**config.mk**
```make
export PLATFORM = sky130hd
export DESIGN_NAME = heading_pi_motor_packet_top_flat
export DESIGN_NICKNAME = d
export VERILOG_FILES = /design/src/design/hpm_pkg.sv /design/src/design/hpm_hdg_if.sv /design/src/design/hpm_byte_if.sv /design/src/design/hpm_cfg_if.sv /design/src/design/hpm_cfg_regs.sv /design/src/design/hpm_front.sv /design/src/design/hpm_queue.sv /design/src/design/hpm_back.sv /design/src/design/heading_pi_motor_packet_top.sv /design/src/flat_wrapper.sv
export SDC_FILE = /design/constraint.sdc
export NUM_CORES = 1
export LEC_CHECK = 0
export BUFFER_PORTS_ARGS = -buffer_cell sky130_fd_sc_hd__buf_2
export CAP_MARGIN = 20
export CORE_MARGIN = 4
export CORE_UTILIZATION = 45
export DETAILED_ROUTE_END_ITERATION = 8
export PLACE_DENSITY = 0.59
export SYNTH_ARGS = -nofsm -noshare
export SYNTH_HDL_FRONTEND = slang
export SYNTH_SLANG_ARGS = --single-unit
```
**constraint.sdc**
```tcl
create_clock -name clk -period 18.2 [get_ports clk]
set_clock_uncertainty 0.15 [all_clocks]
set_input_delay 3.64 -clock clk [delete_from_list [all_inputs] [get_ports clk]]
set_output_delay 3.64 -clock clk [all_outputs]
set_load 0.05 [all_outputs]
```
**src/design/hpm_pkg.sv**
```systemverilog
package hpm_pkg;

    // Heading arithmetic
    localparam logic [8:0] DEG_FULL = 9'd360;
    localparam logic [8:0] DEG_HALF = 9'd180;

    // Command queue between front and back
    localparam int QUEUE_DEPTH = 4;
    localparam int QPTR_W      = $clog2(QUEUE_DEPTH);
    localparam int QCNT_W      = $clog2(QUEUE_DEPTH + 1);

    // Configuration register reset values
    localparam logic [23:0] PROP_GAIN_RST   = 24'd255591;
    localparam logic [31:0] INTEG_GAIN_RST  = 32'd129;
    localparam logic [9:0]  INTEG_LIMIT_RST = 10'd500;
    localparam logic [6:0]  SPEED_LIMIT_RST = 7'd115;
    localparam logic [7:0]  MOTOR_ADDR_RST  = 8'd128;

    // Motor driver commands
    localparam logic [7:0] CMD_M1_FWD = 8'd0;
    localparam logic [7:0] CMD_M1_REV = 8'd1;
    localparam logic [7:0] CMD_M2_FWD = 8'd4;
    localparam logic [7:0] CMD_M2_REV = 8'd5;

    // Byte position inside one 4-byte packet
    localparam logic [1:0] SLOT_ADDR = 2'd0;
    localparam logic [1:0] SLOT_CMD  = 2'd1;
    localparam logic [1:0] SLOT_SPD  = 2'd2;
    localparam logic [1:0] SLOT_CHK  = 2'd3;

    // Last byte of a run of two packets
    localparam logic [2:0] LAST_BYTE_IDX = 3'd7;

    // Configuration register indexes
    typedef enum logic [2:0] {
        REG_PROP_GAIN   = 3'd0,
        REG_INTEG_GAIN  = 3'd1,
        REG_INTEG_LIMIT = 3'd2,
        REG_SPEED_LIMIT = 3'd3,
        REG_MOTOR_ADDR  = 3'd4
    } hpm_reg_t;

    typedef struct packed {
        logic [23:0] prop_gain_q16;
        logic [31:0] integ_gain_q32;
        logic [9:0]  integ_limit;
        logic [6:0]  speed_limit;
        logic [7:0]  motor_address;
    } hpm_cfg_t;

    // One classified heading sample, ready for the drive computation
    typedef struct packed {
        logic       rev;
        logic [7:0] err;
        logic [9:0] integ;
    } hpm_cmd_t;

endpackage

```
**src/design/hpm_hdg_if.sv**
```systemverilog
interface hpm_hdg_if;
    logic       valid;
    logic       ready;
    logic [8:0] target_deg;
    logic [8:0] measured_deg;

    modport source (output valid, output target_deg, output measured_deg, input ready);
    modport sink (input valid, input target_deg, input measured_deg, output ready);
endinterface

```
**src/design/hpm_byte_if.sv**
```systemverilog
interface hpm_byte_if;
    logic       valid;
    logic       ready;
    logic [7:0] tx_byte;
    logic       last_byte;

    modport source (output valid, output tx_byte, output last_byte, input ready);
    modport sink (input valid, input tx_byte, input last_byte, output ready);
endinterface

```
**src/design/hpm_cfg_if.sv**
```systemverilog
interface hpm_cfg_if;
    logic        valid;
    logic        ready;
    logic [2:0]  index;
    logic [31:0] data;

    modport source (output valid, output index, output data, input ready);
    modport sink (input valid, input index, input data, output ready);
endinterface

```
**src/design/hpm_cfg_regs.sv**
```systemverilog
module hpm_cfg_regs
    import hpm_pkg::*;
(
    input  logic       clk,
    input  logic       rst_n,
    hpm_cfg_if.sink    cfg,
    output hpm_cfg_t   regs
);

    hpm_cfg_t regs_reg;
    hpm_cfg_t regs_next;

    assign cfg.ready = 1'b1;
    assign regs      = regs_reg;

    // Decode the register write
    always_comb
    begin
        regs_next = regs_reg;
        if (cfg.valid)
        begin
            unique case (cfg.index)
                REG_PROP_GAIN:   regs_next.prop_gain_q16  = cfg.data[23:0];
                REG_INTEG_GAIN:  regs_next.integ_gain_q32 = cfg.data;
                REG_INTEG_LIMIT: regs_next.integ_limit    = cfg.data[9:0];
                REG_SPEED_LIMIT: regs_next.speed_limit    = cfg.data[6:0];
                REG_MOTOR_ADDR:  regs_next.motor_address  = cfg.data[7:0];
                default:         regs_next = regs_reg;
            endcase
        end
    end

    always_ff @(posedge clk or negedge rst_n)
    begin
        if (!rst_n)
        begin
            regs_reg.prop_gain_q16  <= PROP_GAIN_RST;
            regs_reg.integ_gain_q32 <= INTEG_GAIN_RST;
            regs_reg.integ_limit    <= INTEG_LIMIT_RST;
            regs_reg.speed_limit    <= SPEED_LIMIT_RST;
            regs_reg.motor_address  <= MOTOR_ADDR_RST;
        end
        else
        begin
            regs_reg <= regs_next;
        end
    end

endmodule

```
**src/design/hpm_front.sv**
```systemverilog
module hpm_front
    import hpm_pkg::*;
(
    input  logic       clk,
    input  logic       rst_n,
    hpm_hdg_if.sink    hdg,
    input  hpm_cfg_t   regs,
    output logic       push_valid,
    input  logic       push_ready,
    output hpm_cmd_t   push_cmd
);

    logic [8:0]        tn;
    logic [8:0]        mn;
    logic signed [9:0] diff;
    logic [8:0]        mag;
    logic [7:0]        err_in;
    logic              rev_in;

    logic              a_valid_reg;
    logic [7:0]        a_err_reg;
    logic              a_rev_reg;
    logic              a_advance;

    logic [9:0]        integ_reg;
    logic [9:0]        integ_next;
    logic [10:0]       integ_sum;

    // Wrap the heading difference and pick the direction
    always_comb
    begin
        tn   = (hdg.target_deg >= DEG_FULL) ? hdg.target_deg - DEG_FULL : hdg.target_deg;
        mn   = (hdg.measured_deg >= DEG_FULL) ? hdg.measured_deg - DEG_FULL
                                              : hdg.measured_deg;
        diff = signed'({1'b0, tn}) - signed'({1'b0, mn});
        mag  = diff[9] ? 9'(-diff) : diff[8:0];
        if (mag > DEG_HALF)
        begin
            err_in = 8'(DEG_FULL - mag);
            rev_in = diff[9];
        end
        else
        begin
            err_in = mag[7:0];
            rev_in = !diff[9] && (diff != 10'sd0);
        end
    end

    // Leave the stage when queued, or drop at once on zero error
    assign a_advance  = a_valid_reg && ((a_err_reg == 8'd0) || push_ready);
    assign hdg.ready  = !a_valid_reg || a_advance;
    assign push_valid = a_valid_reg && (a_err_reg != 8'd0);

    // Accumulate and clamp the integrator
    always_comb
    begin
        integ_sum  = {1'b0, integ_reg} + {3'b000, a_err_reg};
        integ_next = (integ_sum >= {1'b0, regs.integ_limit}) ? regs.integ_limit
                                                             : integ_sum[9:0];
    end

    assign push_cmd.rev   = a_rev_reg;
    assign push_cmd.err   = a_err_reg;
    assign push_cmd.integ = integ_next;

    always_ff @(posedge clk or negedge rst_n)
    begin
        if (!rst_n)
        begin
            a_valid_reg <= 1'b0;
            integ_reg   <= 10'd0;
        end
        else
        begin
            if (hdg.valid && hdg.ready)
            begin
                a_valid_reg <= 1'b1;
            end
            else if (a_advance)
            begin
                a_valid_reg <= 1'b0;
            end
            if (a_advance)
            begin
                integ_reg <= integ_next;
            end
        end
    end

    // Hold the classified item
    always_ff @(posedge clk)
    begin
        if (hdg.valid && hdg.ready)
        begin
            a_err_reg <= err_in;
            a_rev_reg <= rev_in;
        end
    end

endmodule

```
**src/design/hpm_queue.sv**
```systemverilog
module hpm_queue
    import hpm_pkg::*;
(
    input  logic     clk,
    input  logic     rst_n,
    input  logic     push_valid,
    output logic     push_ready,
    input  hpm_cmd_t push_cmd,
    output logic     pop_valid,
    input  logic     pop_ready,
    output hpm_cmd_t pop_cmd
);

    hpm_cmd_t            entry_reg [QUEUE_DEPTH];
    logic [QPTR_W-1:0]   wr_ptr_reg;
    logic [QPTR_W-1:0]   rd_ptr_reg;
    logic [QCNT_W-1:0]   count_reg;
    logic                push;
    logic                pop;

    assign push_ready = (count_reg != QCNT_W'(QUEUE_DEPTH));
    assign pop_valid  = (count_reg != '0);
    assign pop_cmd    = entry_reg[rd_ptr_reg];
    assign push       = push_valid && push_ready;
    assign pop        = pop_valid && pop_ready;

    // Advance pointers and occupancy
    always_ff @(posedge clk or negedge rst_n)
    begin
        if (!rst_n)
        begin
            wr_ptr_reg <= '0;
            rd_ptr_reg <= '0;
            count_reg  <= '0;
        end
        else
        begin
            if (push)
            begin
                wr_ptr_reg <= (wr_ptr_reg == QPTR_W'(QUEUE_DEPTH - 1)) ? '0 : wr_ptr_reg + 1'b1;
            end
            if (pop)
            begin
                rd_ptr_reg <= (rd_ptr_reg == QPTR_W'(QUEUE_DEPTH - 1)) ? '0 : rd_ptr_reg + 1'b1;
            end
            if (push && !pop)
            begin
                count_reg <= count_reg + 1'b1;
            end
            else if (pop && !push)
            begin
                count_reg <= count_reg - 1'b1;
            end
        end
    end

    // Store the item
    always_ff @(posedge clk)
    begin
        if (push)
        begin
            entry_reg[wr_ptr_reg] <= push_cmd;
        end
    end

endmodule

```
**src/design/hpm_back.sv**
```systemverilog
module hpm_back
    import hpm_pkg::*;
(
    input  logic       clk,
    input  logic       rst_n,
    input  logic       pop_valid,
    output logic       pop_ready,
    input  hpm_cmd_t   pop_cmd,
    input  hpm_cfg_t   regs,
    hpm_byte_if.source pkt
);

    // Multiply stage
    logic        m_valid_reg;
    logic [31:0] m_prop_reg;
    logic [41:0] m_integ_reg;
    logic        m_rev_reg;

    // Speed stage
    logic        s_valid_reg;
    logic [6:0]  s_spd_reg;
    logic        s_rev_reg;
    logic [48:0] drive_sum;
    logic [16:0] drive_val;
    logic [6:0]  spd_next;

    // Byte serializer
    logic        o_valid_reg;
    logic [2:0]  o_cnt_reg;
    logic [6:0]  o_spd_reg;
    logic        o_rev_reg;
    logic        o_done;
    logic        o_load;
    logic        s_take;
    logic        m_take;
    logic [7:0]  cmd_byte;
    logic [7:0]  chk_sum;

    // Stage handshakes
    assign o_done    = pkt.ready && (o_cnt_reg == LAST_BYTE_IDX);
    assign o_load    = s_valid_reg && (!o_valid_reg || o_done);
    assign s_take    = !s_valid_reg || o_load;
    assign m_take    = !m_valid_reg || s_take;
    assign pop_ready = m_take;

    // Sum the terms and saturate
    always_comb
    begin
        drive_sum = {1'b0, m_prop_reg, 16'd0} + {7'd0, m_integ_reg};
        drive_val = drive_sum[48:32];
        spd_next  = (drive_val > {10'd0, regs.speed_limit}) ? regs.speed_limit
                                                            : drive_val[6:0];
    end

    // Select the byte of the run
    always_comb
    begin
        if (o_cnt_reg[2])
        begin
            cmd_byte = o_rev_reg ? CMD_M2_REV : CMD_M2_FWD;
        end
        else
        begin
            cmd_byte = o_rev_reg ? CMD_M1_REV : CMD_M1_FWD;
        end
        chk_sum = regs.motor_address + cmd_byte + {1'b0, o_spd_reg};
        unique case (o_cnt_reg[1:0])
            SLOT_ADDR: pkt.tx_byte = regs.motor_address;
            SLOT_CMD:  pkt.tx_byte = cmd_byte;
            SLOT_SPD:  pkt.tx_byte = {1'b0, o_spd_reg};
            SLOT_CHK:  pkt.tx_byte = {1'b0, chk_sum[6:0]};
            default:   pkt.tx_byte = regs.motor_address;
        endcase
    end

    assign pkt.valid     = o_valid_reg;
    assign pkt.last_byte = (o_cnt_reg == LAST_BYTE_IDX);

    always_ff @(posedge clk or negedge rst_n)
    begin
        if (!rst_n)
        begin
            m_valid_reg <= 1'b0;
            s_valid_reg <= 1'b0;
            o_valid_reg <= 1'b0;
            o_cnt_reg   <= 3'd0;
        end
        else
        begin
            if (m_take)
            begin
                m_valid_reg <= pop_valid;
            end
            if (s_take)
            begin
                s_valid_reg <= m_valid_reg;
            end
            if (o_load)
            begin
                o_valid_reg <= 1'b1;
                o_cnt_reg   <= 3'd0;
            end
            else if (o_valid_reg && pkt.ready)
            begin
                o_valid_reg <= !o_done;
                o_cnt_reg   <= o_cnt_reg + 1'b1;
            end
        end
    end

    // Advance the payloads
    always_ff @(posedge clk)
    begin
        if (m_take && pop_valid)
        begin
            m_prop_reg  <= {24'd0, pop_cmd.err} * {8'd0, regs.prop_gain_q16};
            m_integ_reg <= {32'd0, pop_cmd.integ} * {10'd0, regs.integ_gain_q32};
            m_rev_reg   <= pop_cmd.rev;
        end
        if (s_take && m_valid_reg)
        begin
            s_spd_reg <= spd_next;
            s_rev_reg <= m_rev_reg;
        end
        if (o_load)
        begin
            o_spd_reg <= s_spd_reg;
            o_rev_reg <= s_rev_reg;
        end
    end

endmodule

```
**src/design/heading_pi_motor_packet_top.sv**
```systemverilog
// An accepted heading item passes the front stage, the command queue and the
// multiply, speed and serializer stages before the first tx_byte of its run.
// A nonzero-error item yields 8 bytes, one a cycle while pkt.ready is high;
// zero-error items are dropped in the front. A 4-entry command queue lets the
// front keep accepting while bytes go out. Reset clears the integrator, empties
// all stages and the queue, and loads the default gains, limits and motor address.
module heading_pi_motor_packet_top
    import hpm_pkg::*;
(
    input  logic       clk,
    input  logic       rst_n,
    hpm_hdg_if.sink    hdg,
    hpm_cfg_if.sink    cfg,
    hpm_byte_if.source pkt
);

    hpm_cfg_t regs;
    logic     push_valid;
    logic     push_ready;
    hpm_cmd_t push_cmd;
    logic     pop_valid;
    logic     pop_ready;
    hpm_cmd_t pop_cmd;

    hpm_cfg_regs u_cfg (
        .clk   (clk),
        .rst_n (rst_n),
        .cfg   (cfg),
        .regs  (regs)
    );

    hpm_front u_front (
        .clk        (clk),
        .rst_n      (rst_n),
        .hdg        (hdg),
        .regs       (regs),
        .push_valid (push_valid),
        .push_ready (push_ready),
        .push_cmd   (push_cmd)
    );

    hpm_queue u_queue (
        .clk        (clk),
        .rst_n      (rst_n),
        .push_valid (push_valid),
        .push_ready (push_ready),
        .push_cmd   (push_cmd),
        .pop_valid  (pop_valid),
        .pop_ready  (pop_ready),
        .pop_cmd    (pop_cmd)
    );

    hpm_back u_back (
        .clk       (clk),
        .rst_n     (rst_n),
        .pop_valid (pop_valid),
        .pop_ready (pop_ready),
        .pop_cmd   (pop_cmd),
        .regs      (regs),
        .pkt       (pkt)
    );

    // Only nonzero errors reach the queue
    assert property (@(posedge clk) disable iff (!rst_n)
        push_valid |-> (push_cmd.err != 8'd0))
        else $error("zero-error item offered to command queue");

    // Integrator never exceeds its clamp when queued
    assert property (@(posedge clk) disable iff (!rst_n)
        push_valid |-> (push_cmd.integ <= regs.integ_limit))
        else $error("integrator above clamp");

    // The closing checksum byte is seven bits wide
    assert property (@(posedge clk) disable iff (!rst_n)
        (pkt.valid && pkt.last_byte) |-> (pkt.tx_byte[7] == 1'b0))
        else $error("checksum byte has top bit set");

    // Error never exceeds half a turn
    assert property (@(posedge clk) disable iff (!rst_n)
        pop_valid |-> (pop_cmd.err <= DEG_HALF[7:0]))
        else $error("queued error above half turn");

endmodule

```
**src/flat_wrapper.sv**
```systemverilog
// flat-port wrapper written by rule: the top's interface ports become plain ports
module heading_pi_motor_packet_top_flat import hpm_pkg::*;
  (clk, rst_n, hdg_valid, hdg_target_deg, hdg_measured_deg, hdg_ready, cfg_valid, cfg_index, cfg_data, cfg_ready, pkt_valid, pkt_tx_byte, pkt_last_byte, pkt_ready);
  hpm_hdg_if hdg_i ();
  hpm_cfg_if cfg_i ();
  hpm_byte_if pkt_i ();
  input  logic clk;
  input  logic rst_n;
  input wire logic [$bits(hdg_i.valid)-1:0] hdg_valid;
  input wire logic [$bits(hdg_i.target_deg)-1:0] hdg_target_deg;
  input wire logic [$bits(hdg_i.measured_deg)-1:0] hdg_measured_deg;
  output wire logic [$bits(hdg_i.ready)-1:0] hdg_ready;
  input wire logic [$bits(cfg_i.valid)-1:0] cfg_valid;
  input wire logic [$bits(cfg_i.index)-1:0] cfg_index;
  input wire logic [$bits(cfg_i.data)-1:0] cfg_data;
  output wire logic [$bits(cfg_i.ready)-1:0] cfg_ready;
  output wire logic [$bits(pkt_i.valid)-1:0] pkt_valid;
  output wire logic [$bits(pkt_i.tx_byte)-1:0] pkt_tx_byte;
  output wire logic [$bits(pkt_i.last_byte)-1:0] pkt_last_byte;
  input wire logic [$bits(pkt_i.ready)-1:0] pkt_ready;
  assign hdg_i.valid = hdg_valid;
  assign hdg_i.target_deg = hdg_target_deg;
  assign hdg_i.measured_deg = hdg_measured_deg;
  assign hdg_ready = hdg_i.ready;
  assign cfg_i.valid = cfg_valid;
  assign cfg_i.index = cfg_index;
  assign cfg_i.data = cfg_data;
  assign cfg_ready = cfg_i.ready;
  assign pkt_valid = pkt_i.valid;
  assign pkt_tx_byte = pkt_i.tx_byte;
  assign pkt_last_byte = pkt_i.last_byte;
  assign pkt_i.ready = pkt_ready;
  heading_pi_motor_packet_top u_core (.clk(clk), .rst_n(rst_n), .hdg(hdg_i), .cfg(cfg_i), .pkt(pkt_i));
endmodule
```
# Word-level counts from Yosys, hierarchy flattened
# Memories as Yosys holds them, arrays and structs flattened.
# Index checks and enable logic that the tools add are counted.
dict set report totals {
  input_bits 58
  regBits 205
  n_memories 1
  output_inout_bits 12
  ramBits 76
}
dict set report op_classes {
  order_cmp 5
  n_mux 23
  n_addsub 14
  reduce_logical 39
  eq_ne 11
  multipliers 2
}
# memory depth width read_ports rd_ports_with_merged_regs wr line
set memory_table {}
lappend memory_table {u_core.u_queue.entry_reg 4 19 1 0 1 hpm_queue.sv:14} ;# hpm_cmd_t entry_reg [QUEUE_DEPTH];
# operator count
set op_table {}
lappend op_table {{adder 48 x 42 -> 49 bit} 1}
lappend op_table {{multiplier 10 x 32 -> 42 bit} 1}
lappend op_table {{multiplier 8 x 24 -> 32 bit} 1}
lappend op_table {{case mux 8 bit (4 select lines)} 1}
lappend op_table {{2-to-1 mux 9 bit} 3}
lappend op_table {{>= comparator 9 bit (second input constant)} 2}
lappend op_table {{subtractor 9 bit (second input constant)} 2}
lappend op_table {{greater-than comparator 17 x 7 -> 1 bit} 1}
lappend op_table {{2-to-1 mux 3 bit} 5}
lappend op_table {{logical AND 1 bit} 12}
lappend op_table {{adder 10 x 8 -> 11 bit} 1}
lappend op_table {{>= comparator 11 x 10 -> 1 bit} 1}
lappend op_table {{2-to-1 mux 10 bit} 1}
lappend op_table {{AND reduction 2 bit} 5}
lappend op_table {{nonzero test 10 bit} 1}
lappend op_table {{subtractor 9 x 9 -> 10 bit} 1}
lappend op_table {{greater-than comparator 9 x 8 -> 1 bit (second input constant)} 1}
lappend op_table {{2-to-1 mux 1 bit} 9}
lappend op_table {{negation 9 bit} 1}
lappend op_table {{== test 2 bit (second input constant)} 4}
lappend op_table {{logical NOT 1 bit} 8}
lappend op_table {{logical NOT 8 bit} 1}
lappend op_table {{2-to-1 mux 8 bit} 1}
lappend op_table {{nonzero test 8 bit} 1}
lappend op_table {{18 further kinds} 29}

# Depth between registers and ports, before layout
dict set report logic_depth {
  ltp_word 10
  depth_mapped 28
  mapped_depth_nobuf 25
}

# Cells and area by module
# A second synthesis with hierarchy kept.
dict set report hier_totals {
  cells_unflattened 2695
  area_unflattened_um2 28508.6
}
# mod n_inst cells_per_inst area_each_um2
set modules_own_cells {}
lappend modules_own_cells {hpm_back 1 2067 19428.6}
lappend modules_own_cells {hpm_queue 1 136 3220.6}
lappend modules_own_cells {hpm_cfg_regs 1 177 3116.7}
lappend modules_own_cells {hpm_front 1 315 2742.6}

# Worst setup path before layout
# OpenSTA, ideal clock, no wires.
dict set report synth_timing {
  kind {input to register}
  startpoint {input port pkt_ready}
  endpoint {register u_core.u_queue.count_reg[1]}
  arrival_ps 8205
  cell_stages 7
  required_time_ps 17925
  slack_ps 9720
  n_path_buf 0
  path_cell_list {a21boi_0 > a31oi_1 > inv_1 > ha_1 > inv_1 > fa_1 > mux2_2}
}
dict set report synth_between {
  elab_chain_cells 9
  elab_cells_between_ends 11
  cone_classes {1 x mux; 10 x reduce/logical}
}
# item line
set synth_lines {}
lappend synth_lines {{from (decl)} flat_wrapper.sv:20} ;# input wire logic [$bits(pkt_i.ready)-1:0] pkt_ready;
lappend synth_lines {{logical AND 1 bit (*)} hpm_back.sv:40} ;# assign o_done = pkt.ready && (o_cnt_reg == LAST_BYTE_IDX);
lappend synth_lines {{logical OR 1 bit (*)} hpm_back.sv:41} ;# assign o_load = s_valid_reg && (!o_valid_reg || o_done);
lappend synth_lines {{logical AND 1 bit (*)} hpm_back.sv:41}
lappend synth_lines {{logical OR 1 bit (*)} hpm_back.sv:42} ;# assign s_take = !s_valid_reg || o_load;
lappend synth_lines {{logical OR 1 bit (*)} hpm_back.sv:43} ;# assign m_take = !m_valid_reg || s_take;
lappend synth_lines {{logical AND 1 bit (*)} hpm_queue.sv:25} ;# assign pop = pop_valid && pop_ready;
lappend synth_lines {{net u_core.u_queue.pop} hpm_queue.sv:19} ;# logic pop;
lappend synth_lines {{logical NOT 1 bit} hpm_queue.sv:46} ;# if (push && !pop)
lappend synth_lines {{logical AND 1 bit} hpm_queue.sv:46}
lappend synth_lines {{2-to-1 mux 3 bit or nonzero test 2 bit (tied branches)} --}
lappend synth_lines {{to (signal assigned)} hpm_queue.sv:48} ;# count_reg <= count_reg + 1'b1;
lappend synth_lines {{to (signal assigned)} hpm_queue.sv:52} ;# count_reg <= count_reg - 1'b1;
lappend synth_lines {{to (decl)} hpm_queue.sv:17} ;# logic [QCNT_W-1:0] count_reg;
# Mark *: on every way through the listed nets, which the timed path passes. The rest lies on a longest branch.
# A chain may end at the register's enable or synchronous reset.

# Worst setup path in the final report
dict set report layout_timing {
  startpoint {register u_core.u_queue.rd_ptr_reg[0]}
  endpoint {register u_core.u_back.m_integ_reg[39], data pin}
}
dict set report layout_between {
  elab_chain_cells 2
}
# item line
set layout_lines {}
lappend layout_lines {{from (decl)} hpm_queue.sv:16} ;# logic [QPTR_W-1:0] rd_ptr_reg;
lappend layout_lines {{from (signal assigned)} hpm_queue.sv:44} ;# rd_ptr_reg <= (rd_ptr_reg == QPTR_W'(QUEUE_DEPTH - 1)) ? '0 : rd_ptr_reg + 1'b1;
lappend layout_lines {{memory read (4 x 19 bit)} --}
lappend layout_lines {{multiplier 10 x 32 -> 42 bit} hpm_back.sv:117} ;# m_integ_reg <= {32'd0, pop_cmd.integ} * {10'd0, regs.integ_gain_q32};
lappend layout_lines {{to (signal assigned)} hpm_back.sv:117}
lappend layout_lines {{to (decl)} hpm_back.sv:16} ;# logic [41:0] m_integ_reg;
# Every way passes these cells.

==> results.toml <==
[run_status]
status = "finished clean"

[setup_path]
crit_type = "flop to flop"
worstPathArrival_ps = 8160
endpoint_kind = "flop"
start_kind = "flop"
worstPathMaxFanout = 32
worstPathRequired_ps = 18350

[detailed_routing]
vias_per_cell = 5.36
remaining_drc_errors = 0
wire_per_inst_um = 19.5
antenna_left = 0
vias = 18300
dr.pass1.iters = 5
wl_um = 66400
drt-initial-drc-count = 854

[logic_synthesis]
synth.avg_cell_area_sq_um = 10.5
netlist.area_leader.share_pct = 27.4
synth-edff-count = 160
ys_async_sr_fraction_pct = 39.6
ys_seq_area_share_pct = 27.2
synth-seq-cells = 265
ys.warnings.count = 0
synth_area_leaders = "fa_1 (27%), edfxtp_1 (18%), ha_1 (9.6%), dfrtp_1 (7.2%), and2_1 (5.8%)"
synthesis.nets = 3254
netlist_area_sq_um = 27400
yosysTopAreaCell = "fa_1"
syn_inst = 2611
synth_ff_type = "edfxtp_1"
yosys.cell_types.count = 68

[place]
numPortBuffers = 68
hpwl_um = 51400
gp_congestion = 0.873

[grt]
globalRoute.totalOverflow = 0
antenna_found_initial = 5
grt_pass1_wl_um = 107000
grt_usage_pct = 21.1
grt_pass1_vias = 19700
grt_start_max_net_pins = 63

[clock_network]
cts_hold_buf = 0
cts-resized-gates = 0
clockRootBuffer = "clkbuf_16"
cts_tree = "done"
cts_setup_buffers = 0
clkTransAtPathRegs_ps = 60
cts.sinks = 265
cts-htree-levels = 1
insertion_delay_ps = 580
clk_path_buf_depth = 3
cts-buffers-inserted = 30

[timing]
fin_crit_sh_pct = 44.0
setup_viol = 0
finalHoldViolCount = 0
setup_tns_ps = 0
finalCriticalPeriod_ps = 8000
slew_viol_final = 0
tightest_slew_ps = 1030
maxSlewHeadroom_pct = 31.3
max_freq_mhz = 125
rsz0062_at_grt = "false"

[die]
core.rowCount = 90
ios = 70
initial_core_util_pct = 45.5
dieWidth_um = 255
core-area_sq_um = 60400
dieArea_sq_um = 65000
die_height_um = 255

[cells_and_area]
drive_gt1_share_pct = 10.8
diodes = 0
largest_reg_flops = 81
final_cell_mix = "inv_1 (399), fa_1 (375), nand2_1 (326)"
layout_commonest_cell = "inv_1"
final_nets = 3251
syn_to_final_growth_pct = 7.27

[worst_hold_path]
hp-class = "flop to flop"

[flow_run]
cap_violations = 0
==> kinds of logic after synthesis <==
family          synth area share [%]
flops                           27.2
xor+xnor                        3.06
other cells                   0.0137
compound gates                  6.43
simple gates                    13.6
mux                             5.73
fa+ha+maj                       36.9
buf+inv                         7.02
==> cells in the mapped netlist, drive strengths merged, types with 5 or more instances <==
cell	instances
a21oi	81
ha	210
o211ai	7
xnor2	61
dfstp	26
nand2	326
nor3	16
and3	14
nand3	21
mux4	19
nor2b	17
mux2	98
nand2b	19
inv	399
o21bai	10
buf	22
a31oi	7
and2	256
a21o	45
clkbuf	91
fa	375
a21boi	5
dfrtp	79
o21a	11
xor2	35
or2	6
edfxtp	160
nand4	9
o21ai	76
nor2	46
nor4	7
==> path summary, 6_finish.rpt <==
path,slack (ps),from,cells after the start,end
setup reg to reg,10200,u_core.u_queue.rd_ptr_reg[0],23,u_core.u_back.m_integ_reg[39]
setup / recovery,10200,u_core.u_queue.rd_ptr_reg[0],23,u_core.u_back.m_integ_reg[39]
hold reg to reg,270,u_core.u_back.s_spd_reg[2],0,u_core.u_back.o_spd_reg[2]
min in group asynchronous,2950,rst_n,1,u_core.u_cfg.regs[53]
hold / removal,270,u_core.u_back.s_spd_reg[2],0,u_core.u_back.o_spd_reg[2]
max in group asynchronous,13570,rst_n,2,u_core.u_cfg.regs[29]
==> worst max-delay path, stage by stage (launching register included) <==
cell	delay, ps
dfrtp_1	600
buf_4	380
mux4_2	880
and2_1	320
fa_1	510
fa_1	570
fa_1	450
fa_1	500
inv_1	50
fa_1	480
inv_1	40
ha_1	310
nand2_1	100
o2111ai_1	200
o21ai_0	200
o21ai_0	370
nand3_1	200
a21bo_2	260
a2111oi_1	420
o211a_1	250
o21ai_1	100
nand2b_1	130
a21oi_1	90
xnor2_1	130
==> through the flow <==
step	cells	util, %	cell area (sq um)	worst slack [ps]	hold slack, ps
after floorplan	2611	-	27400	9720	250
after global placement	3357	47.1	28400	10370	254
after detailed placement	3357	47.1	28400	10240	255
after CTS	3412	48.7	29400	10200	270
after global routing	3413	48.8	29400	9730	271
final	3413	48.8	29400	10200	270
==> layer usage <==
metal	vias to the layer above	wire length, um	track usage (%)
met1	9479	29100	28.5
met3	84	2710	2.42
li1	8368	-	-
met4	0	1370	4.33
met2	354	33200	37.0
met5	-	0	0
==> area by class of cell <==
cell class              instances  area (sq um)
clock buffers                  37           777
clock inverters                18           205
fillers                      5525         30900
inverters                     399          1500
multi-input cells            1834         18100
flip-flops and latches        265          7460
well taps                     782           978
repair buffers                 78           430
Power is not shown: default switching activity piles up to over one toggle a cycle in this logic, so the estimate is an artifact.
